File: src/hdl/bti_ram.sv
// Generic single-write, single-read synchronous RAM, registered read data.
`default_nettype none
module bti_ram #(
  parameter int unsigned Depth = 16,
  parameter int unsigned Width = 32,
  parameter int unsigned AddrBits = $clog2(Depth)
) (
  input  wire logic                clk_i,
  input  wire logic                we_i,
  input  wire logic [AddrBits-1:0] waddr_i,
  input  wire logic [Width-1:0]    wdata_i,
  input  wire logic [AddrBits-1:0] raddr_i,
  output logic      [Width-1:0]    rdata_o
);

  logic [Width-1:0] mem [Depth];

  always_ff @(posedge clk_i) begin
    if (we_i) begin
      mem[waddr_i] <= wdata_i;
    end
    rdata_o <= mem[raddr_i];
  end

endmodule
`default_nettype wire

File: config.mk
export PLATFORM = sky130hd
export DESIGN_NAME = bti_ram
export DESIGN_NICKNAME = d
export VERILOG_FILES = /design/src/hdl/bti_ram.sv
export SDC_FILE = /design/constraint.sdc
export NUM_CORES = 1
export LEC_CHECK = 0
export BUFFER_PORTS_ARGS = -buffer_cell sky130_fd_sc_hd__clkbuf_2
export CAP_MARGIN = 15
export CORE_UTILIZATION = 55
export CTS_CLUSTER_SIZE = 30
export DETAILED_ROUTE_END_ITERATION = 12
export HOLD_SLACK_MARGIN = 0.08
export PLACE_DENSITY = 0.83
export SLEW_MARGIN = 40
export SYNTH_ARGS = -nofsm -noshare
export SYNTH_HDL_FRONTEND = slang
export SYNTH_SLANG_ARGS = --single-unit
File: constraint.sdc
create_clock -name clk_i -period 3.41 [get_ports clk_i]
set_clock_uncertainty 0.1 [all_clocks]
set_input_delay 0.1705 -clock clk_i [delete_from_list [all_inputs] [get_ports clk_i]]
set_output_delay 0.1705 -clock clk_i [all_outputs]
set_load 0.05 [all_outputs]
# [Yosys cells after proc, flatten, opt, wreduce, memory -nomap -nowiden]
# Memories as Yosys holds them, arrays and structs flattened. A register that Yosys moved wholly into a read port is not among the register bits.
# Cells that the tools add are included.
[op_classes] muxes=2
[ops] operator="2-to-1 mux 1 bit" n=2
[word_totals] ff_bits=0 ramBits=512 in_bits=42 out_inout_bits=32 memories=1
[memory_table] memory="mem" words=16 width=32 read_ports=1 rd_ports_with_merged_regs=1 wr=1 line_no="16" text="logic [Width-1:0] mem [Depth];"

# [Longest topological paths before layout]
# Gate-level depths: netlist of the first run.
[logic_depth] depth_word=2 depth_mapped=5

# [Worst setup path after synthesis of the first run]
# OpenSTA, ideal clock, no wires.
[synth_path] path_kind="input to register" from="input port waddr_i[2]" to="memory mem[0][0] (enable)" arrival_ns=2.889 slack_ns=-0.040 cell_stages=2 path_buffers=0 path_cell_list="or3b_2 -> nor3_1"
[synth_lines] item="from (decl)" line_no="10" text="input wire logic [AddrBits-1:0] waddr_i,"
[synth_lines] item="to (decl)" line_no="16"
# Straight into the memory's write port.

==> results.json, run 1 <==
{
  "status": "finished, final reports clean",
  "synth_xor_area_share_pct": 0,
  "dieArea_mm2": 0.0369,
  "p_per_area_mw_per_mm2": 600,
  "path_clk_slew_ns": 0.07,
  "syn_to_final_growth_pct": 16.5,
  "grt-ovfl-total": 0,
  "synth_seq_cells": 544,
  "crit_type": "in -> reg",
  "syn-mean-instance-area_um2": 23.7,
  "hpwl_um": 23600,
  "synth_largest_area_cell": "edfxtp_1",
  "synth_top_family_by_area": "multiplexers",
  "cts_tree": "yes",
  "die_w_um": 192,
  "die_h_um": 192,
  "grt_max_degree": 42,
  "drtPass1Iterations": 8,
  "grt_first_pass_wirelength_um": 63600,
  "first_iter_violations": 1089,
  "yosys.area_share.simple_pct": 1.27,
  "cts_buffer_depth": 3,
  "row_count": 69,
  "cp_num_buf_inv": 3,
  "ys_types": 18,
  "fp.coreArea_mm2": 0.0356,
  "max_stage_delay_ns": 0.56,
  "vias": 9481,
  "drv_slew": 0,
  "p_total_mw": 13.9,
  "syn_area_mm2": 0.0199,
  "utilization_pct": 65.0,
  "cp_top_family": "buffers and inverters",
  "grt_usage_pct": 24.4,
  "synth_seq_area_share_pct": 80.7,
  "cts.sinks": 544,
  "synth_area_leaders": "edfxtp_1 77%, mux4_2 15%, dfxtp_1 3.2%",
  "syn-num-nets": 880,
  "path_max_fanout": 41,
  "required_ns": 3.78,
  "drtAntennaViolNets": 0,
  "worst_pin_slew_ns": 0.835,
  "wl_per_cell_um": 28.9,
  "fin_crit_ns": 1.97,
  "finalSetupViolations": 0,
  "portBuffers": 73,
  "vias_per_cell": 6.34,
  "routed_wirelength_um": 43200,
  "pin_count": 74,
  "cts_buffers": 51,
  "synth.area.mux_share_pct": 14.5,
  "critical_path_arrival_ns": 2.34,
  "max_slew_margin_pct": 44.2,
  "cp-end-kind": "flop",
  "min_path_type": "in -> reg",
  "synth_fa_ha_area_share_pct": 0,
  "start_util_pct": 55.8,
  "fillers": 2179,
  "hold_viol_final": 0,
  "max_freq_mhz": 508,
  "rsz0062_at_grt": "false",
  "synth_top_area_share_pct": 77.4,
  "setup_ws_ns": 1.44,
  "drc": 0,
  "fin_tns_setup_ns": 0,
  "post_cts_buffers": 0,
  "finalNetCount": 1033,
  "synth_compound_area_share_pct": 2.42,
  "leakagePower_nw": 7.51,
  "yosys_warnings": 0,
  "preCtsSetupSlack_ns": 1.10,
  "synthCells": 838,
  "drive_gt1_share_pct": 31.6,
  "cap_violations": 0,
  "gp_congestion": 0.744,
  "h-tree-depth": 2,
  "insertion_delay_ns": 0.57,
  "crit_chain": "clkbuf_8, buf_4, mux4_2, a22oi_1, dlygate4sd3_1, nand2_1",
  "startpoint_type": "input pin",
  "antenna_found_initial": 1,
  "ir_drop_mv": 0.554,
  "grt_pass1_vias": 10092,
  "clock-root-buffer": "clkbuf_16",
  "slowest_stage": "dlygate4sd3_1",
  "final.period_utilization_pct": 57.8
}
stage by stage:
stage                     instance area [µm²]  hold WS [ns]  cells
after detailed placement                21200         0.479   1364
final                                   23100         0.229   1496
after floorplan                         19900         0.169    838
after global routing                    23100         0.222   1496
after global placement                  21100         0.462   1360
after CTS                               23100         0.201   1495
per-layer routing:
metal	global-route usage (%)	vias to the layer above	routed length [µm]
met5	0	-	0
met4	9.24	0	1560
met3	4.49	110	3630
met2	41.0	521	21800
met1	32.0	4973	16200
li1	-	3877	-
worst reg2reg max path: cells and delay by family, from the launching register on:
kind,cells,cell delay (ns)
DFF,1,0.38
buffers and inverters,1,0.56
and+or+nand+nor,1,0.05
AOI/OAI and AO/OA,1,0.19
muxes,1,0.50
repair_timing:
| action | 4_1_cts | 5_1_grt |
|---|---|---|
| setup endpoints to repair | 0 | 0 |
| endpoints found under the hold margin | 514 | 0 |
| hold buffers | 35 | 0 |
| gates resized for setup | 0 | 0 |
state kept, by name, indices dropped and copies added (netlist names):
register / cells
mem: 512
rdata_o: 32
cell usage in the layout, fill, tap and decap left out, types with 6 or more instances in the layout:
cell type	synthesis	routed
nand2_1	33	33
dlygate4sd3_1	0	35
a22oi_1	64	64
clkbuf_16	0	52
clkinv_2	0	7
clkbuf_8	0	6
buf_12	0	9
nor2_4	0	13
clkbuf_2	0	71
dfxtp_1	32	32
edfxtp_1	512	512
clkinv_1	0	9
buf_4	11	23
clkbuf_1	17	17
mux4_2	128	128
worst paths after layout:
check | from | end | slack, ns | cells past startpoint
max | raddr_i[0] | rdata_o[8]$_DFF_P_ | 1.44 | 6
min | raddr_i[1] | rdata_o[2]$_DFF_P_ | 0.23 | 4
max reg2reg | mem[3][8]$_DFFE_PP_ | rdata_o[8]$_DFF_P_ | 1.53 | 4
min reg2reg | mem[14][8]$_DFFE_PP_ | rdata_o[8]$_DFF_P_ | 0.56 | 3
report_power, final:
part           switching (mW)  internal, mW  total, mW
Clock                    2.35          3.15       5.50
Sequential             0.0553          7.48       7.53
Combinational           0.549         0.308      0.857
cells in the mapped netlist:
| cell type | n |
|---|---|
| nor2_1 | 13 |
| or3b_2 | 1 |
| dfxtp_1 | 32 |
| nor2b_1 | 2 |
| buf_6 | 2 |
| nor3_1 | 4 |
| buf_2 | 4 |
| edfxtp_1 | 512 |
| buf_1 | 9 |
| nand2_1 | 33 |
| mux4_2 | 128 |
| nand3b_1 | 2 |
| clkbuf_1 | 17 |
| and2_1 | 1 |
| nand2b_1 | 2 |
| buf_4 | 11 |
| nand3_1 | 1 |
| a22oi_1 | 64 |
area by class of cell:
type | count | area [µm²] | share of cell area (%)
sequential | 544 | 16000 | 69.2
multi-input combinational | 251 | 3760 | 16.2
clock buffer | 74 | 1430 | 6.20
timing repair buffer | 143 | 1160 | 5.00
tap | 461 | 577 | 2.49
clock inverter | 22 | 191 | 0.827
antenna | 1 | 2.50 | 0.0108
logic make-up after synthesis:
logic type	count (synthesis)
buffers and inverters	43
AND/OR/NAND/NOR	59
AO/OA/AOI/OAI	64
flip-flops	544
multiplexers	128
Power figures use the tool's default switching activity.
==> inputs of run 2 (changes only) <==
- clock period: 3.41 -> 1.7 ns (I/O delays scaled with it)
==> run 2 against run 1 <==
Against the previous run: global-route usage is 0.36 points lower; routed wire length is 1.5% lower; non-clock buffer count increased by 20; register-to-register slack worse by 1.4 ns; largest power group unchanged.
==> results.json, run 2 (synthesis results as in run 1) <==
{
  "pin_count": 74,
  "fp.coreArea_mm2": 0.0356,
  "hold_viol_final": 0,
  "p_per_area_mw_per_mm2": 1190,
  "wl_met2_um": 22000,
  "cts.sinks": 544,
  "hp-start": "waddr_i[2]",
  "fin_crit_ns": 1.57,
  "finalSetupViolations": 0,
  "finalNetCount": 1054,
  "grt-ovfl-total": 0,
  "first_iter_violations": 964,
  "antenna_found_initial": 1,
  "top_layer_used": "met4",
  "drv_slew": 0,
  "top_regs": "mem (512), rdata_o (32)",
  "startpoint_type": "input pin",
  "grt_max_degree": 33,
  "largest_reg_flops": 512,
  "vias_per_cell": 6.28,
  "die_w_um": 192,
  "ir_drop_mv": 1.01,
  "cts_resized": 0,
  "drc": 0,
  "drive_gt1_share_pct": 33.4,
  "r2r-start": "mem[2][11]$_DFFE_PP_",
  "gp_congestion": 0.750,
  "fin_tns_setup_ns": 0,
  "row_count": 69,
  "rsz0062_at_grt": "false",
  "fillers": 2182,
  "p_total_mw": 28.0,
  "final_common_cell": "edfxtp_1",
  "cts_buffers": 52,
  "drtPass1Iterations": 5,
  "leakagePower_nw": 7.69,
  "worst_pin_slew_ns": 0.613,
  "h-tree-depth": 2,
  "final.period_utilization_pct": 92.6,
  "grt_usage_pct": 24.0,
  "cts_tree": "yes",
  "insertion_delay_ns": 0.56,
  "drt-met1-wl_um": 15600,
  "dieArea_mm2": 0.0369,
  "grt_first_pass_wirelength_um": 62400,
  "required_ns": 2.04,
  "start_util_pct": 55.8,
  "path_max_fanout": 14,
  "final_cell_mix": "512 x edfxtp_1, 128 x mux4_2, 71 x clkbuf_2, 64 x a22oi_1, 53 x clkbuf_16",
  "grt_pass1_vias": 9983,
  "cap_violations": 0,
  "cp-end-kind": "flop",
  "routed_wirelength_um": 42600,
  "critical_path_arrival_ns": 1.91,
  "vias": 9501,
  "top_register": "mem",
  "cp-startpoint": "raddr_i[1]",
  "portBuffers": 73,
  "seq_area_mm2": 0.0160,
  "max_freq_mhz": 635,
  "clock-root-buffer": "clkbuf_16",
  "multiInputGateArea_mm2": 0.00378,
  "max_slew_margin_pct": 59.1,
  "min_path_type": "in -> reg",
  "drtAntennaViolNets": 0,
  "cts_buffer_depth": 3,
  "status": "finished, final reports clean",
  "dr_wl_met3_um": 3630,
  "wl_per_cell_um": 28.1,
  "syn_to_final_growth_pct": 18.5,
  "path_clk_slew_ns": 0.06,
  "crit_type": "in -> reg",
  "hpwl_um": 22000,
  "die_h_um": 192
}
## run 2: critical path, cell delays in order
cell and delay [ns]:
dlygate4sd3_1 0.53, buf_4 0.30, buf_4 0.30, mux4_2 0.33, a22oi_1 0.25, nand2_1 0.09
## run 2: area by class of cell
cell class / instances / area share, %
antenna: 1 / 0.0106
multi-input combinational: 251 / 16.1
sequential: 544 / 68.0
clock inverter: 13 / 0.606
timing repair buffer: 163 / 6.36
tap: 461 / 2.45
clock buffer: 81 / 6.46
## run 2: metal layers
layer  vias to the layer above  track usage, %
li1                       3929               -
met1                      4952            30.8
met2                       514            40.5
met3                       106            4.95
met4                         0            9.63
met5                         -               0
## run 2: final timing paths
| path | endpoint | slack, ns | cells after the start |
|---|---|---|---|
| max | rdata_o[7]$_DFF_P_ | 0.13 | 6 |
| min | mem[12][27]$_DFFE_PP_ | 0.10 | 4 |
| max reg2reg | rdata_o[11]$_DFF_P_ | 0.13 | 3 |
| min reg2reg | rdata_o[2]$_DFF_P_ | 0.56 | 3 |
## run 2: timing repair
action                    in CTS  in global routing
buffers inserted               0                  0
hold endpoints to repair     514                  0
hold buffers                  33                  0
## run 2: power breakdown
part           leakage, nW  switching, mW  total, mW  internal, mW
Combinational         1.98           1.09       1.75         0.665
Sequential            4.89          0.115       15.1          15.0
Clock                0.812           4.56       11.1          6.58
## run 2: stage by stage
stage	util [%]	hold WS [ns]	setup slack, ns	cell area [µm²]	cells
after detailed placement	60.6	0.384	-0.0439	21500	1386
after global routing	66.2	0.0953	0.0664	23500	1514
final	66.2	0.104	0.126	23500	1514
after global placement	60.5	0.363	0.0360	21500	1386
after CTS	66.2	0.0819	0.145	23500	1513
after floorplan	-	0.0839	-0.513	19900	838
==> inputs of run 3 (changes only) <==
- ABC_AREA: not set -> 1
- CORE_UTILIZATION: 55 -> 56
- CTS_CLUSTER_DIAMETER: not set -> 100
- PLACE_DENSITY: 0.83 -> 0.84
==> run 3 against run 2 <==
Against the previous run: core utilization down 3.3 points; final area rose by 6.7%; hold slack got worse by 0.0062 ns; non-clock buffer count increased by 3; critical path depth rose by 5; synthesized area increased by 14%; count of clock-buffer cells in the layout is 45 lower; power is 15% lower; first-iteration DRC count increased by 62%; via count is 58% higher; routed wire length grew 19%; critical path type unchanged; largest power group unchanged.
==> results.json, run 3 <==
{
  "status": "finished, final reports clean",
  "startpoint_type": "input pin",
  "insertion_delay_ns": 0.56,
  "synth_edf_count": 512,
  "cts_buffer_depth": 3,
  "cpMostUsedCell": "nand2_1",
  "vias": 15035,
  "synth_seq_area_share_pct": 70.5,
  "finalNetCount": 2247,
  "path_max_fanout": 43,
  "final_cell_count_no_fill": 2745,
  "grt_pass1_vias": 15367,
  "design_area_mm2": 0.0251,
  "pin_count": 74,
  "synthCells": 2120,
  "worst_pin_slew_ns": 0.452,
  "postCtsHoldBufs": 35,
  "final_cell_mix": "677 x nand2_1, 512 x edfxtp_1, 387 x inv_1, 385 x nand3_1, 71 x clkbuf_2",
  "cp_num_buf_inv": 5,
  "grt_first_pass_wirelength_um": 79700,
  "required_ns": 2.11,
  "drtPass1Iterations": 5,
  "cp_top_family": "buffers and inverters",
  "cap_violations": 0,
  "ff2ff_path_depth": 6,
  "portBuffers": 73,
  "finalSetupViolations": 0,
  "p_total_mw": 23.7,
  "top_regs": "mem (512), rdata_o (32)",
  "gp_congestion": 0.830,
  "die_w_um": 203,
  "ys_types": 15,
  "yosys_warnings": 0,
  "first_iter_violations": 1560,
  "max_freq_mhz": 687,
  "max_stage_delay_ns": 0.55,
  "preCtsSetupSlack_ns": 0.248,
  "synth_top_area_share_pct": 67.6,
  "antenna_found_initial": 0,
  "critical_path_arrival_ns": 1.87,
  "synth_seq_cells": 544,
  "max_slew_margin_pct": 69.8,
  "ir_drop_mv": 0.811,
  "final.period_utilization_pct": 85.6,
  "cp-startpoint": "raddr_i[0]",
  "drive_gt1_share_pct": 7.93,
  "syn_to_final_growth_pct": 10.4,
  "r2r-start": "mem[7][7]$_DFFE_PP_",
  "cp-end-kind": "flop",
  "die_h_um": 203,
  "drc": 0,
  "min_path_type": "in -> reg",
  "cts.sinks": 544,
  "grt-ovfl-total": 0,
  "reg2reg_slack_ns": 0.53,
  "p_per_area_mw_per_mm2": 945,
  "worst-path-stages": 11,
  "wl_per_cell_um": 18.4,
  "dieArea_mm2": 0.0414,
  "syn-mean-instance-area_um2": 10.7,
  "vias_per_cell": 5.48,
  "synth_ff_type": "edfxtp_1",
  "hpwl_um": 29100,
  "antennaDiodeCount": 0,
  "drv_slew": 0,
  "cts_tree": "yes",
  "grt_max_degree": 71,
  "cts_resized": 0,
  "crit_chain": "dlygate4sd3_1, buf_6, inv_6, buf_12, buf_4, nand2_1, nand2_1, nand2_1, nand3_1, nand3_1, nand2_1",
  "routed_wirelength_um": 50600,
  "post_dp_cell_area_mm2": 0.0241,
  "fp.coreArea_mm2": 0.0399,
  "cts_buffers": 22,
  "final_common_cell": "nand2_1",
  "syn_area_mm2": 0.0227,
  "largest_reg_flops": 512,
  "rsz0062_at_grt": "false",
  "h-tree-depth": 1,
  "synth_largest_area_cell": "edfxtp_1",
  "hold_viol_final": 0,
  "row_count": 73,
  "synth_common_cells": "677 x nand2_1, 512 x edfxtp_1, 388 x inv_1",
  "leakagePower_nw": 10.7,
  "post_cts_buffers": 0,
  "yosysMostFrequentCell": "nand2_1",
  "place_inst": 2671,
  "r2r_end": "rdata_o[7]$_DFF_P_",
  "clock-root-buffer": "clkbuf_16",
  "grt_usage_pct": 24.8,
  "async_reset_ff_share_pct": 0,
  "top_register": "mem",
  "fin_crit_ns": 1.46,
  "start_util_pct": 56.9,
  "syn-num-nets": 2162,
  "endpoint": "rdata_o[29]$_DFF_P_",
  "slowest_stage": "dlygate4sd3_1",
  "path_clk_slew_ns": 0.11,
  "drtAntennaViolNets": 0,
  "setup_ws_ns": 0.244,
  "synth_area_leaders": "edfxtp_1 68%, nand2_1 11%, nand3_1 8.5%",
  "crit_type": "in -> reg"
}
run 3: cell count changes after synthesis, moves of 4 or more:
| cell | previous run | this run |
|---|---|---|
| buf_6 | 2 | 29 |
| nor3_1 | 4 | 0 |
| mux4_2 | 128 | 0 |
| nand2_1 | 33 | 677 |
| buf_2 | 4 | 41 |
| a22oi_1 | 64 | 0 |
| inv_1 | 0 | 388 |
| buf_1 | 9 | 14 |
| nor2_1 | 13 | 17 |
| nand3_1 | 1 | 385 |
| buf_4 | 11 | 6 |
run 3: cell type report:
| class | instances | area, µm² |
|---|---|---|
| clock buffer | 36 | 624 |
| tap | 525 | 657 |
| inverter | 390 | 1470 |
| sequential | 544 | 16000 |
| timing repair buffer | 166 | 1640 |
| multi-input combinational | 1081 | 4670 |
| fill | 2841 | 14800 |
| clock inverter | 3 | 32.5 |
run 3: how the worst min path moves through the flow:
| stage | startpoint | to | slack [ns] | cells past startpoint |
|---|---|---|---|---|
| 3_3_place_gp | wdata_i[19] | mem[3][19]$_DFFE_PP_ | 0.39 | 1 |
| 2_1_floorplan | wdata_i[0] | mem[0][0]$_DFFE_PP_ | 0.08 | 0 |
| 3_5_place_dp | wdata_i[21] | mem[3][21]$_DFFE_PP_ | 0.41 | 1 |
| 5_1_grt | raddr_i[2] | rdata_o[2]$_DFF_P_ | 0.10 | 5 |
| 6_report | raddr_i[2] | rdata_o[2]$_DFF_P_ | 0.1 | 6 |
| 4_1_cts | raddr_i[2] | rdata_o[18]$_DFF_P_ | 0.09 | 5 |
run 3: report_power, final:
group	leakage (nW)	internal (mW)	switching [mW]
clock network	0.313	2.60	3.90
registers	4.90	15.0	0.0972
logic	5.45	0.615	1.54
run 3: worst reg2reg max path, delay by kind of cell, from the launching register on:
kind	cells	cell delay, ns
buffers and inverters	1	0.07
flip-flops	1	0.38
AND/OR/NAND/NOR	5	0.50
run 3: routing by layer:
| layer | global-route usage [%] | vias up | share of wire, % |
|---|---|---|---|
| met5 | 0 | - | 0 |
| li1 | - | 6977 | - |
| met3 | 2.52 | 133 | 7.5 |
| met1 | 31.0 | 7186 | 38 |
| met4 | 9.85 | 0 | 3.6 |
| met2 | 44.3 | 739 | 51 |
run 3: kinds of logic (layout without fill, tap and decap cells):
| family | Yosys count | in the layout | synth area share, % |
|---|---|---|---|
| flip-flops | 544 | 544 | 70.5 |
| buffers and inverters | 495 | 595 | 9.54 |
| AND/OR/NAND/NOR | 1081 | 1081 | 20.0 |
run 3: through the flow:
step	hold slack, ns	TNS (ns)	util [%]
final	0.0977	0	62.9
after global routing	0.104	0	62.9
after CTS	0.0883	0	62.9
after detailed placement	0.409	0	60.4
after global placement	0.393	0	60.4
after floorplan	0.0839	-152.75	-
