===== config.mk =====
export PLATFORM = sky130hd
export DESIGN_NAME = bti_frac_div
export DESIGN_NICKNAME = d
export VERILOG_FILES = /design/src/hdl/bti_pkg.sv /design/src/hdl/bti_frac_div.sv
export SDC_FILE = /design/constraint.sdc
export NUM_CORES = 1
export LEC_CHECK = 0
export BUFFER_PORTS_ARGS = -buffer_cell sky130_fd_sc_hd__buf_4
export CORE_ASPECT_RATIO = 0.9
export CORE_MARGIN = 8
export CORE_UTILIZATION = 45
export CTS_CLUSTER_SIZE = 8
export DETAILED_ROUTE_END_ITERATION = 12
export PLACE_DENSITY = 0.74
export SLEW_MARGIN = 10
export SYNTH_ARGS = -nofsm -noshare
export SYNTH_HDL_FRONTEND = slang
export SYNTH_SLANG_ARGS = --single-unit
export TNS_END_PERCENT = 50

===== constraint.sdc =====
create_clock -name clk_i -period 3.7 [get_ports clk_i]
set_input_delay 0.185 -clock clk_i [delete_from_list [all_inputs] [get_ports clk_i]]
set_output_delay 0.185 -clock clk_i [all_outputs]
set_load 0.01 [all_outputs]

===== src/hdl/bti_pkg.sv =====
// Shared types, constants and helpers of the bilinear table interpolator.
`default_nettype none
package bti_pkg;

  localparam int unsigned MaxAxisPoints = 16;
  localparam int unsigned ValueBits     = 32;
  localparam int unsigned FracBits      = 16;
  localparam int unsigned AxisBits      = 4;
  localparam int unsigned CountBits     = 5;
  localparam int unsigned GridAddrBits  = 2 * AxisBits;

  // Function codes of an input word
  typedef enum logic [1:0] {
    FUNC_WR_X    = 2'd0,
    FUNC_WR_Y    = 2'd1,
    FUNC_WR_GRID = 2'd2,
    FUNC_LOOKUP  = 2'd3
  } func_e;

  // Configuration register indexes
  localparam logic CFG_X_POINTS = 1'b0;
  localparam logic CFG_Y_POINTS = 1'b1;

  typedef struct packed {
    logic [1:0]                  func;
    logic [AxisBits-1:0]         row_index;
    logic [AxisBits-1:0]         col_index;
    logic signed [ValueBits-1:0] write_value;
    logic signed [ValueBits-1:0] query_x;
    logic signed [ValueBits-1:0] query_y;
  } in_word_t;

  typedef struct packed {
    logic signed [ValueBits-1:0] interp_value;
    logic [AxisBits-1:0]         x_segment;
    logic [AxisBits-1:0]         y_segment;
    logic                        saturated;
  } out_word_t;

  // Point count limited to 2..MaxAxisPoints
  function automatic logic [CountBits-1:0] clamp_points(input logic [CountBits-1:0] r);
    logic [CountBits-1:0] n;
    if (r < CountBits'(2)) begin
      n = CountBits'(2);
    end else if (r > CountBits'(MaxAxisPoints)) begin
      n = CountBits'(MaxAxisPoints);
    end else begin
      n = r;
    end
    return n;
  endfunction

endpackage
`default_nettype wire


===== src/hdl/bti_frac_div.sv =====
// Restoring divider: floor(num * 2^FracBits / den) for num <= den, one bit a cycle.
`default_nettype none
module bti_frac_div (
  input  wire logic        clk_i,
  input  wire logic        rst_ni,
  input  wire logic        start_i,
  input  wire logic [32:0] num_i,
  input  wire logic [32:0] den_i,
  output logic             done_o,
  output logic [bti_pkg::FracBits:0] quo_o
);

  localparam int unsigned CntBits = $clog2(bti_pkg::FracBits + 1);

  logic                     busy_q, done_q;
  logic [CntBits-1:0]       cnt_q;
  logic [33:0]              rem_q;
  logic [32:0]              den_q;
  logic [bti_pkg::FracBits:0] quo_q;
  logic [33:0]              trial;
  logic                     fits;

  // First step takes the integer bit without a shift
  assign trial = (cnt_q == '0) ? rem_q : {rem_q[32:0], 1'b0};
  assign fits  = (trial >= {1'b0, den_q});

  always_ff @(posedge clk_i or negedge rst_ni) begin
    if (!rst_ni) begin
      busy_q <= 1'b0;
      done_q <= 1'b0;
      cnt_q  <= '0;
    end else begin
      done_q <= !start_i && busy_q && (cnt_q == CntBits'(bti_pkg::FracBits));
      if (start_i) begin
        busy_q <= 1'b1;
        cnt_q  <= '0;
      end else if (busy_q) begin
        if (cnt_q == CntBits'(bti_pkg::FracBits)) begin
          busy_q <= 1'b0;
        end
        cnt_q <= cnt_q + CntBits'(1);
      end
    end
  end

  // Datapath
  always_ff @(posedge clk_i) begin
    if (start_i) begin
      rem_q <= {1'b0, num_i};
      den_q <= den_i;
      quo_q <= '0;
    end else if (busy_q) begin
      rem_q <= fits ? (trial - {1'b0, den_q}) : trial;
      quo_q <= {quo_q[bti_pkg::FracBits-1:0], fits};
    end
  end

  assign done_o = done_q;
  assign quo_o  = quo_q;

endmodule
`default_nettype wire


**After elaboration in Yosys (flattened, before gate mapping)**

Cells that the tools add are included.

- Bits in registers: 91
- Input port bits: 69
- Output and inout port bits: 18
- Word-level logic and storage cells: 25

- $add $sub $neg: 2
- Order comparisons: 1
- Equality and inequality tests: 1
- Mux-type cells: 9
- Reduce and logical (&&, ||, !) cells: 5

Operator list:

| cell | number |
|---|---|
| 2-to-1 mux 34 bit | 2 |
| 2-to-1 mux 33 bit | 2 |
| greater-or-equal comparator 34 x 33 -> 1 bit | 1 |
| subtractor 34 x 33 -> 34 bit | 1 |
| 2-to-1 mux 5 bit | 2 |
| adder 5 x 1 -> 5 bit (second input constant) | 1 |
| == test 5 bit (second input constant) | 1 |
| logical NOT 5 bit | 1 |
| 2-to-1 mux 1 bit | 3 |
| logical AND 1 bit | 2 |
| nonzero test 2 bit | 1 |
| logical NOT 1 bit | 1 |

**Depth between registers and ports, before layout**

Gate-level depths: netlist of the first run.

- Depth in word-level cells: 6
- Gate-level depth with buffers: 19
- Gate-level depth less buffers: 16

**Least setup slack after synthesis of the first run**

No wires, ideal clock.

- Path type: register to register
- Start: register cnt_q[0]
- End: register rem_q[30], data pin
- Library setup time: 269 ps
- Arrival: 3701 ps
- Data required time: 3431 ps
- Setup slack: -270 ps
- Stages on the path, launching flop included: 19
- Buffers on the path: 4
- Clock period less this slack: 3970 ps
- Cells stage by stage: dfrtp_1 -> inv_1 -> ha_1 -> nand2_1 -> nor2_2 -> clkbuf_1 -> mux2_2 -> ha_1 -> clkbuf_1 -> nand2_1 -> or3_4 -> nor4_2 -> nand4_1 -> and3_4 -> a21o_1 -> buf_6 -> buf_6 -> a31oi_1 -> o31ai_1

- Longest elaborated chain between the ends: 6
- Elaborated cells between the ends (all ways): 7
- Those cells by class: 1 x add/sub; 1 x order compare; 4 x mux; 1 x reduce/logical

Ends and longest elaborated chain:

| what | line | RTL |
|---|---|---|
| start: declaration | bti_frac_div.sv:16 | `logic [CntBits-1:0] cnt_q;` |
| start signal: assignment | bti_frac_div.sv:41 | `cnt_q <= cnt_q + CntBits'(1);` |
| logical NOT 5 bit (*) | bti_frac_div.sv:24 | `assign trial = (cnt_q == '0) ? rem_q : {rem_q[32:0], 1'b0};` |
| 2-to-1 mux 34 bit (*) | bti_frac_div.sv:24 |  |
| subtractor 34 x 33 -> 34 bit or greater-or-equal comparator 34 x 33 -> 1 bit (tied branches) | bti_frac_div.sv:53, bti_frac_div.sv:25 |  |
| 2-to-1 mux 34 bit (*) | bti_frac_div.sv:53 | `rem_q <= fits ? (trial - {1'b0, den_q}) : trial;` |
| 2-to-1 mux 33 bit (*) | bti_frac_div.sv:52 | `end else if (busy_q) begin` |
| 2-to-1 mux 33 bit (*) | bti_frac_div.sv:48 | `if (start_i) begin` |
| end signal: assignment | bti_frac_div.sv:49 | `rem_q <= {1'b0, num_i};` |
| end signal: assignment | bti_frac_div.sv:53 |  |
| end: declaration | bti_frac_div.sv:17 | `logic [33:0] rem_q;` |

Every way passes the cells marked *; elsewhere a longest branch is shown, timed or not. The select of a mux whose other input is x is not followed.
A chain may end at the register's enable or synchronous reset.

**Worst setup path in the final report of the first run**

- Start: register cnt_q[0]
- End: register rem_q[33]

- Longest elaborated chain between the ends: 4
- Elaborated cells between the ends (all ways): 5
- Those cells by class: 1 x add/sub; 1 x order compare; 2 x mux; 1 x reduce/logical

Ends and longest elaborated chain:

| what | line |
|---|---|
| logical NOT 5 bit (*) | bti_frac_div.sv:24 |
| 2-to-1 mux 34 bit (*) | bti_frac_div.sv:24 |
| subtractor 34 x 33 -> 34 bit or greater-or-equal comparator 34 x 33 -> 1 bit (tied branches) | bti_frac_div.sv:53, bti_frac_div.sv:25 |
| 2-to-1 mux 34 bit (*) | bti_frac_div.sv:53 |

Every way passes the cells marked *; elsewhere a longest branch is shown, timed or not.

==> impl_metrics.ini, run 1 <==
[synthesis]
yosys.area.top_type = edfxtp_1
synth_common_cells = edfxtp_1 (66), a21oi_1 (57), nand2_1 (57), nor2_1 (51), inv_1 (41)
synth_most_common_cell = edfxtp_1
synthTopCellsByArea = edfxtp_1 (33%), ha_1 (7.2%), mux2_2 (6.1%)
syn-num-nets = 729
synth.distinct_cells = 65
syn_area_mm2 = 0.00607
synth-warning-count = 0
ys_seq_area_share_pct = 41.4
synth_seq_cells = 91
synth_area_per_cell_um2 = 9.73
synth-edff-count = 66
ys.flop_type = edfxtp_1
async_flop_share_pct = 7.69
syn_inst = 624
synth_top_area_share_pct = 32.6

[grt]
grt_use_total_pct = 19.1
grt_max_degree = 52
antenna_found_initial = 0
grt_pass1_vias = 5755
grt_pass1_wl_um = 27600
grt-ovfl-total = 0

[power_and_ir_drop]
p_comb_share_pct = 70.0
netSwitchingPower_mw = 3.55
pwr-share-seq_pct = 18.3
ir_worst_vdd_mv = 0.492
internal_power_mw = 4.92
leakage_nw = 3.92
power_density_mw_per_mm2 = 958
clockPowerShare_pct = 11.6
switching_share_pct = 41.9

[placed_design]
place_inst = 918
port_buffers = 86
dp.final_hpwl_um = 11700
gp_congestion = 0.913

[floorplanning]
die_h_um = 126
die_area_mm2 = 0.0175
ios = 87
start_util_pct = 45.8
rows = 40
core_mm2 = 0.0133
die_x_um = 138

[sta]
hold_ws_ns = 0.0109
fin_tns_setup_ns = -0.627
fmax_mhz = 261
worst_slack_ns = -0.136
rsz0062_at_grt = true
relSlewSlack_pct = 39.4
finalHoldViolations = 0
worst_slew_pin_slew_ns = 0.909
fin_skew_ns = 0.0120
drv_slew = 0
setup_viol = 14
final.period_utilization_pct = 104
period_needed_ns = 3.84

[routing]
wire_per_inst_um = 18.5
first_pass_iters = 6
drtIter0Drc = 521
via_per_inst = 5.74
detail-route-antenna-nets = 0
routed_wl_um = 18300
drc = 0
vias = 5673

[clock_network]
clk_latency_ns = 0.36
cts_sinks = 91
cts_root_buffer = clkbuf_16
clk_pin_slew_ns = 0.07
h-tree-depth = 3
cts_tree = done
cts_buffers = 9
clockBufferDepth = 2

[worst_setup_path]
cp-endpoint = rem_q[33]$_SDFFE_PP0P_
crit_type = flop to flop
r2r-end = rem_q[33]$_SDFFE_PP0P_
path_delay_family = compound AO/OA/AOI/OAI gates
critPathLaunchType = flop
crit_chain = inv_1 > ha_2 > nand2_2 > nor2_4 > buf_12 > buf_12 > mux2i_2 > inv_1 > ha_4 > nor2b_2 > o31a_1 > o22ai_2 > buf_4 > o21ai_2 > a21oi_1 > buf_4 > o31ai_2 > a41oi_2 > a41oi_2 > o21ai_1
setup.reg_to_reg.worst_slack_ns = -0.14
startpoint = cnt_q[0]$_DFFE_PN0P_
worst_setup_path_end_kind = flop
cp_max_fo = 8
rr_startpoint = cnt_q[0]$_DFFE_PN0P_
slowest_delay_ns = 0.38
crit_cells = 20
cp.required_ns = 3.94
crit_buf_inv = 6
arrival_ns = 4.08
rr_worst_depth = 20
cp_slowest_cell = dfrtp_1

[min_path]
min-delay-path-class = primary input to flop
hp-start = den_i[25]

[final_layout]
antenna-diode-count = 0
drive_gt1_share_pct = 38.6
stdcell_count = 989
nNetsFinal = 921
area_growth_pct = 45.5

[run]
drv_cap = 0

[run_status]
violations = setup timing
outcome = finished with violations
[per-stage QoR]
stage	power (mW)	setup WS (ns)	util [%]	cell area [µm²]
final	8.47	-0.136	66.7	8840
after global routing	8.96	-0.245	66.7	8840
after CTS	7.60	-0.0482	63.8	8460
after detailed placement	6.04	-0.126	55.7	7380
after global placement	5.91	-0.0564	55.7	7380
after floorplan	4.63	0.00655	-	6160
[state kept, by name, summed over array words and instances (netlist names)]
register,flops
den_q,33
cnt_q,5
busy_q,1
rem_q,34
quo_o,17
done_o,1
[area by class of cell]
class                   count  area, µm²
clock inverters             4       32.5
inverters                  41        154
repair buffers            215       1830
flip-flops and latches     91       2520
well taps                 168        210
clock buffers              12        289
multi-input cells         458       3800
fillers                   952       4420
[power by group through the flow]
stage	clock network (mW)	logic, mW	registers (mW)
CTS	1.00	5.06	1.54
detailed placement	0	4.49	1.55
global route	1.04	6.34	1.57
floorplan	0	3.12	1.50
global placement	0	4.37	1.54
finish	0.986	5.93	1.55
[cell families (layout without fill, tap and decap cells)]
group	after synthesis	in the layout	share of synthesized area (%)
buffers and inverters	75	272	5.33
adder cells (fa/ha/maj)	36	36	7.54
AND/OR/NAND/NOR	169	169	13.1
multiplexers	53	53	9.41
flip-flops	91	91	41.4
AO/OA/AOI/OAI	167	167	18.4
XOR/XNOR	33	33	4.76
[repair_timing]
| item | in CTS | in global routing |
|---|---|---|
| endpoints found under the hold margin | 38 | 0 |
| endpoints found under the setup margin | 34 | 34 |
| buffers inserted | 13 | 10 |
| pin swaps | 14 | 36 |
| hold buffers | 32 | 0 |
| gates resized for setup | 55 | 64 |
[worst min path at each step]
| stage | cells after the start | slack (ns) | to |
|---|---|---|---|
| after floorplan | 0 | -0.11 | busy_q$_DFF_PN0_ |
| after global placement | 1 | -0.003 | done_o$_DFF_PN0_ |
| after detailed placement | 1 | 0.003 | done_o$_DFF_PN0_ |
| after CTS | 1 | 0.00006 | den_q[25]$_DFFE_PP_ |
| after global routing | 1 | 0.001 | den_q[25]$_DFFE_PP_ |
| final | 1 | 0.01 | den_q[25]$_DFFE_PP_ |
[placed cells by master, fill, tap and decap left out, types with 4 or more instances in the layout]
| cell | count |
|---|---|
| dfrtp_1 | 7 |
| ha_4 | 16 |
| inv_1 | 41 |
| dfxtp_1 | 18 |
| nand2_1 | 50 |
| dlygate4sd3_1 | 32 |
| nor2_1 | 51 |
| clkbuf_16 | 11 |
| ha_1 | 16 |
| mux2_2 | 19 |
| a31oi_1 | 4 |
| a2bb2oi_2 | 7 |
| o21a_1 | 6 |
| o21ai_0 | 15 |
| buf_4 | 162 |
| xnor2_1 | 21 |
| mux2_4 | 14 |
| o211ai_1 | 4 |
| buf_12 | 7 |
| edfxtp_1 | 66 |
| nor3_1 | 6 |
| nand2_2 | 4 |
| mux2i_1 | 18 |
| nand3_1 | 10 |
| o21ai_1 | 6 |
| and3_4 | 4 |
| xor2_1 | 11 |
| nand4_1 | 11 |
| a21oi_1 | 48 |
| a21oi_2 | 7 |
| buf_6 | 14 |
| and2_1 | 5 |
| a21o_1 | 17 |
| a2bb2oi_1 | 6 |
| o21ai_2 | 4 |
[metal layers]
| metal | track usage, % | up-vias | wire [µm] |
|---|---|---|---|
| met4 | 6.51 | 0 | 493 |
| li1 | - | 2649 | - |
| met5 | 0 | - | 0 |
| met3 | 4.92 | 55 | 1090 |
| met2 | 32.9 | 223 | 9230 |
| met1 | 22.6 | 2746 | 7510 |
Note: power is estimated with default switching activity, not from simulation.
==> inputs of run 2 (changes only) <==
- SKIP_LAST_GASP: not set -> 1
- clock period: 3.7 -> 3.2 ns (I/O delays scaled with it)
==> run 2 against run 1 <==
  * The flow still finishes with violations (setup timing)
  * Register-to-register slack worse by 0.47 ns
  * Clock skew down 0.0035 ns
  * Cell count up 5.8%
  * Fmax up 0.70%
  * Global-route usage up 0.90 points
  * Critical path depth down 1
  * Final area up 4.2%
==> impl_metrics.ini, run 2 (same netlist as run 1, synthesis figures left out) <==
[worst_setup_path]
rr_startpoint = cnt_q[1]$_DFFE_PN0P_
rr_worst_depth = 19
arrival_ns = 3.89
cp_max_fo = 8
setup.reg_to_reg.worst_slack_ns = -0.61
r2r-end = rem_q[21]$_DFFE_PP_
cp.required_ns = 3.28
worst_setup_path_end_kind = flop
crit_type = flop to flop
critPathLaunchType = flop

[final_layout]
final_common_cell = buf_4
antenna-diode-count = 0
final_cell_mix = buf_4 (218), edfxtp_1 (66), nand2_1 (52)
largest_register_ffs = 34
area_growth_pct = 51.6
nNetsFinal = 978
final_cell_area_mm2 = 0.00921
multi_input_area_mm2 = 0.00370
finish.utilization_pct = 69.5
regArea_mm2 = 0.00252
drive_gt1_share_pct = 40.5
top_register = rem_q
nFillCells = 943

[grt]
grt_pass1_wl_um = 28900
grt_pass1_vias = 5907
antenna_found_initial = 0
grt_use_total_pct = 20.0
grt_max_degree = 56
grt-ovfl-total = 0

[sta]
hold_ws_ns = 0.0973
fmax_mhz = 263
finalHoldViolations = 0
fin_tns_setup_ns = -17.37
drv_slew = 0
rsz0062_at_grt = true
relSlewSlack_pct = 15.1
worst_slew_pin_slew_ns = 1.27
fin_skew_ns = 0.00858
setup_viol = 35
worst_slack_ns = -0.609
final.period_utilization_pct = 119
period_needed_ns = 3.81

[min_path]
hp-start = num_i[28]
min_path_cells = 2
min-delay-path-class = primary input to flop
holdPathEnd = rem_q[28]$_DFFE_PP_

[floorplanning]
start_util_pct = 45.8
ios = 87
core_mm2 = 0.0133
rows = 40
die_h_um = 126
die_x_um = 138
die_area_mm2 = 0.0175

[clock_network]
cts_root_buffer = clkbuf_16
cts_sinks = 91
cts_tree = done
cts_buffers = 9
clk_latency_ns = 0.36
clk_pin_slew_ns = 0.08
clockBufferDepth = 2
h-tree-depth = 3

[routing]
first_pass_iters = 5
vias = 5728
via_per_inst = 5.48
drtIter0Drc = 413
detail-route-antenna-nets = 0
routed_wl_um = 18400
wire_per_inst_um = 17.6
drc = 0

[power_and_ir_drop]
power_density_mw_per_mm2 = 1110
leakage_nw = 4.18
ir_worst_vdd_mv = 0.618
p_total_mw = 10.3

[placed_design]
gp_congestion = 0.954
dp.final_hpwl_um = 12700
port_buffers = 86
place_area_mm2 = 0.00809

[run]
drv_cap = 0

[run_status]
outcome = finished with violations
violations = setup timing
run 2: per-stage QoR:
stage               instances  setup WS [ns]
finish                   1046         -0.609
global route             1046         -0.800
CTS                      1035         -0.557
detailed placement        977         -0.623
global placement          977         -0.495
floorplan                 624         -0.412
run 2: metal layers:
layer  up-vias  track usage [%]  share of wire, %
li1       2765                -                 -
met4         0             5.81               1.7
met1      2746             24.4                43
met5         -                0                 0
met2       193             33.8                49
met3        24             5.56               6.2
run 2: power by group:
group	leakage [nW]	internal (mW)	switching [mW]
Clock	0.149	0.557	0.533
Sequential	0.906	1.64	0.162
Combinational	3.13	3.94	3.42
Total	4.18	6.14	4.12
run 2: how the worst max path moves through the flow:
stage                                     from             endpoint  slack [ns]  cells after the start
after floorplan           cnt_q[0]$_DFFE_PN0P_  rem_q[30]$_DFFE_PP_       -0.41                     18
after global placement    cnt_q[1]$_DFFE_PN0P_  rem_q[10]$_DFFE_PP_       -0.49                     19
after detailed placement  cnt_q[1]$_DFFE_PN0P_  rem_q[30]$_DFFE_PP_       -0.62                     18
after CTS                 cnt_q[1]$_DFFE_PN0P_  rem_q[21]$_DFFE_PP_       -0.56                     19
after global routing      cnt_q[0]$_DFFE_PN0P_  rem_q[21]$_DFFE_PP_       -0.80                     19
final                     cnt_q[1]$_DFFE_PN0P_  rem_q[21]$_DFFE_PP_       -0.61                     19
run 2: critical path, stage by stage, from the launching register on:
cell	delay, ns
dfrtp_1	0.39
inv_1	0.06
ha_2	0.18
nand2_2	0.06
nor2_4	0.10
buf_6	0.14
buf_12	0.13
mux2_4	0.32
ha_4	0.27
and3_4	0.19
nand2_2	0.05
or3_4	0.36
nor4_4	0.14
nand4_1	0.14
and3_4	0.20
a21o_4	0.22
buf_8	0.14
buf_12	0.13
a31oi_1	0.19
o31ai_1	0.11
run 2: layout make-up:
| cell class | count | area share, % |
|---|---|---|
| Clock inverter | 7 | 0.829 |
| Timing Repair Buffer | 272 | 25.3 |
| Inverter | 41 | 1.67 |
| Clock buffer | 9 | 2.44 |
| Sequential cell | 91 | 27.3 |
| Multi-Input combinational cell | 458 | 40.2 |
| Tap cell | 168 | 2.28 |
run 2: what timing repair did:
item,in CTS,in global routing
buffers inserted,6,9
hold buffers,34,0
hold endpoints to repair,40,0
pin swaps,10,13
cloned,2,2
setup endpoints to repair,35,35
resized for setup,35,18
==> inputs of run 3 (changes only) <==
- BUFFER_PORTS_ARGS: -buffer_cell sky130_fd_sc_hd__buf_4 -> -buffer_cell sky130_fd_sc_hd__buf_2
- PLACE_DENSITY: 0.74 -> 0.65
- clock period: 3.2 -> 4.36 ns (I/O delays scaled with it)
==> run 3 against run 2 <==
  * Fmax fell by 7.1%
  * Largest cell class unchanged
  * Via count decreased by 14%
  * Combinational power fell by 53%
  * Critical path type unchanged
  * The run now ends clean
==> impl_metrics.ini, run 3 (same netlist as run 1, synthesis figures left out) <==
[routing]
drtIter0Drc = 355
vias = 4933
routed_wl_um = 15100
wire_per_inst_um = 17.1
first_pass_iters = 7
via_per_inst = 5.59
detail-route-antenna-nets = 0
drc = 0

[sta]
fin_skew_ns = 0.0110
final.period_utilization_pct = 94.0
fmax_mhz = 244
worst_slack_ns = 0.260
period_needed_ns = 4.10
relSlewSlack_pct = 40.9
setup_viol = 0
worst_slew_pin_slew_ns = 0.886
finalHoldViolations = 0
fin_tns_setup_ns = 0
drv_slew = 0

[final_layout]
nNetsFinal = 814
final_common_cell = buf_2
area_growth_pct = 16.2
largest_register_ffs = 34
drive_gt1_share_pct = 24.5
final_cell_mix = buf_2 (85), edfxtp_1 (66), nand2_1 (57)
antenna-diode-count = 0
nFillCells = 1203
multi_input_area_mm2 = 0.00324
finish.utilization_pct = 53.2
top_register = rem_q
stdcell_count = 882
regArea_mm2 = 0.00252

[clock_network]
clk_latency_ns = 0.36
cts_root_buffer = clkbuf_16
cts_tree = done
clk_pin_slew_ns = 0.08
clockBufferDepth = 2
cts_sinks = 91
h-tree-depth = 3
cts_buffers = 9

[worst_setup_path]
cp.required_ns = 4.47
worst_setup_path_end_kind = flop
arrival_ns = 4.21
slowest_delay_ns = 0.42
crit_buf_inv = 3
critPathLaunchType = flop
cp_slowest_cell = dfrtp_1
path_delay_family = simple AND/OR/NAND/NOR gates
crit_chain = inv_1 > ha_1 > nand2_1 > nor2_2 > buf_6 > mux2_2 > ha_1 > and3_1 > nand2_1 > or3_4 > nor4_2 > nand4_1 > and3_4 > a21o_2 > buf_4 > a21o_1 > o22a_1
cp_max_fo = 12
crit_type = flop to flop

[run]
drv_cap = 0

[grt]
grt_pass1_vias = 4935
antenna_found_initial = 0
grt-ovfl-total = 0
grt_max_degree = 51
grt_pass1_wl_um = 24900
grt_use_total_pct = 17.2

[floorplanning]
die_h_um = 126
core_mm2 = 0.0133
die_x_um = 138
ios = 87
die_area_mm2 = 0.0175
start_util_pct = 45.8
rows = 40

[power_and_ir_drop]
leakage_nw = 3.20
power_density_mw_per_mm2 = 787
ir_worst_vdd_mv = 0.318

[placed_design]
dp.final_hpwl_um = 11400
port_buffers = 86
place_inst = 862
gp_congestion = 0.886
dp_slack_ns = 0.217

[run_status]
outcome = finished clean

[min_path]
min-delay-path-class = primary input to flop
run 3: cell count changes in the layout (fill, tap and decap cells not counted), moves of 13 or more:
cell / delta
a21oi_1: +13
buf_2: +85
buf_4: -198
dlygate4sd3_1: -33
ha_1: +19
ha_4: -18
run 3: layer usage:
layer	track usage, %	wire, µm
met1	22.9	7340
met2	26.7	6860
met3	4.02	693
met4	6.07	226
met5	0	0
run 3: layout make-up:
class	instances	share of cell area, %
repair buffers	108	8.74
multi-input cells	458	46.0
inverters	41	2.18
well taps	168	2.98
flip-flops and latches	91	35.7
clock buffers	9	3.19
clock inverters	7	1.26
run 3: final timing paths:
| kind | start | to | slack, ns | cells after the start |
|---|---|---|---|---|
| max | cnt_q[0]$_DFFE_PN0P_ | rem_q[11]$_DFFE_PP_ | 0.26 | 17 |
| min | den_i[23] | den_q[23]$_DFFE_PP_ | 0.03 | 1 |
| max reg2reg | cnt_q[0]$_DFFE_PN0P_ | rem_q[11]$_DFFE_PP_ | 0.26 | 17 |
| min reg2reg | quo_o[16]$_SDFFE_PP0P_ | quo_o[16]$_SDFFE_PP0P_ | 0.50 | 2 |
| max in group asynchronous | rst_ni | cnt_q[0]$_DFFE_PN0P_ | 3.97 | 2 |
| min in group asynchronous | rst_ni | done_o$_DFF_PN0_ | 0.23 | 2 |
run 3: timing repair:
item,in CTS,in global routing
endpoints found under the hold margin,7,0
endpoints found under the setup margin,0,22
buffers inserted,0,3
resized for setup,0,5
hold buffers,1,0
run 3: metrics by stage:
stage | instance area (µm²) | power [mW] | hold WS, ns
floorplan | 6070 | 3.87 | -0.0776
global placement | 6700 | 4.60 | 0.0569
detailed placement | 6700 | 4.64 | 0.0599
CTS | 7020 | 5.48 | 0.0138
global route | 7060 | 5.99 | 0.00774
finish | 7060 | 5.55 | 0.0282
run 3: worst register-to-register path: stages, from the launching register on:
cell and delay, ns:
dfrtp_1 0.42, inv_1 0.07, ha_1 0.16, nand2_1 0.07, nor2_2 0.18, buf_6 0.21, mux2_2 0.37, ha_1 0.40
and3_1 0.24, nand2_1 0.08, or3_4 0.36, nor4_2 0.14, nand4_1 0.14, and3_4 0.22, a21o_2 0.26, buf_4 0.19
a21o_1 0.18, o22a_1 0.16
run 3: report_power, final:
| part | internal [mW] | switching [mW] |
|---|---|---|
| logic | 1.50 | 1.94 |
| clock network | 0.416 | 0.394 |
| registers | 1.20 | 0.104 |
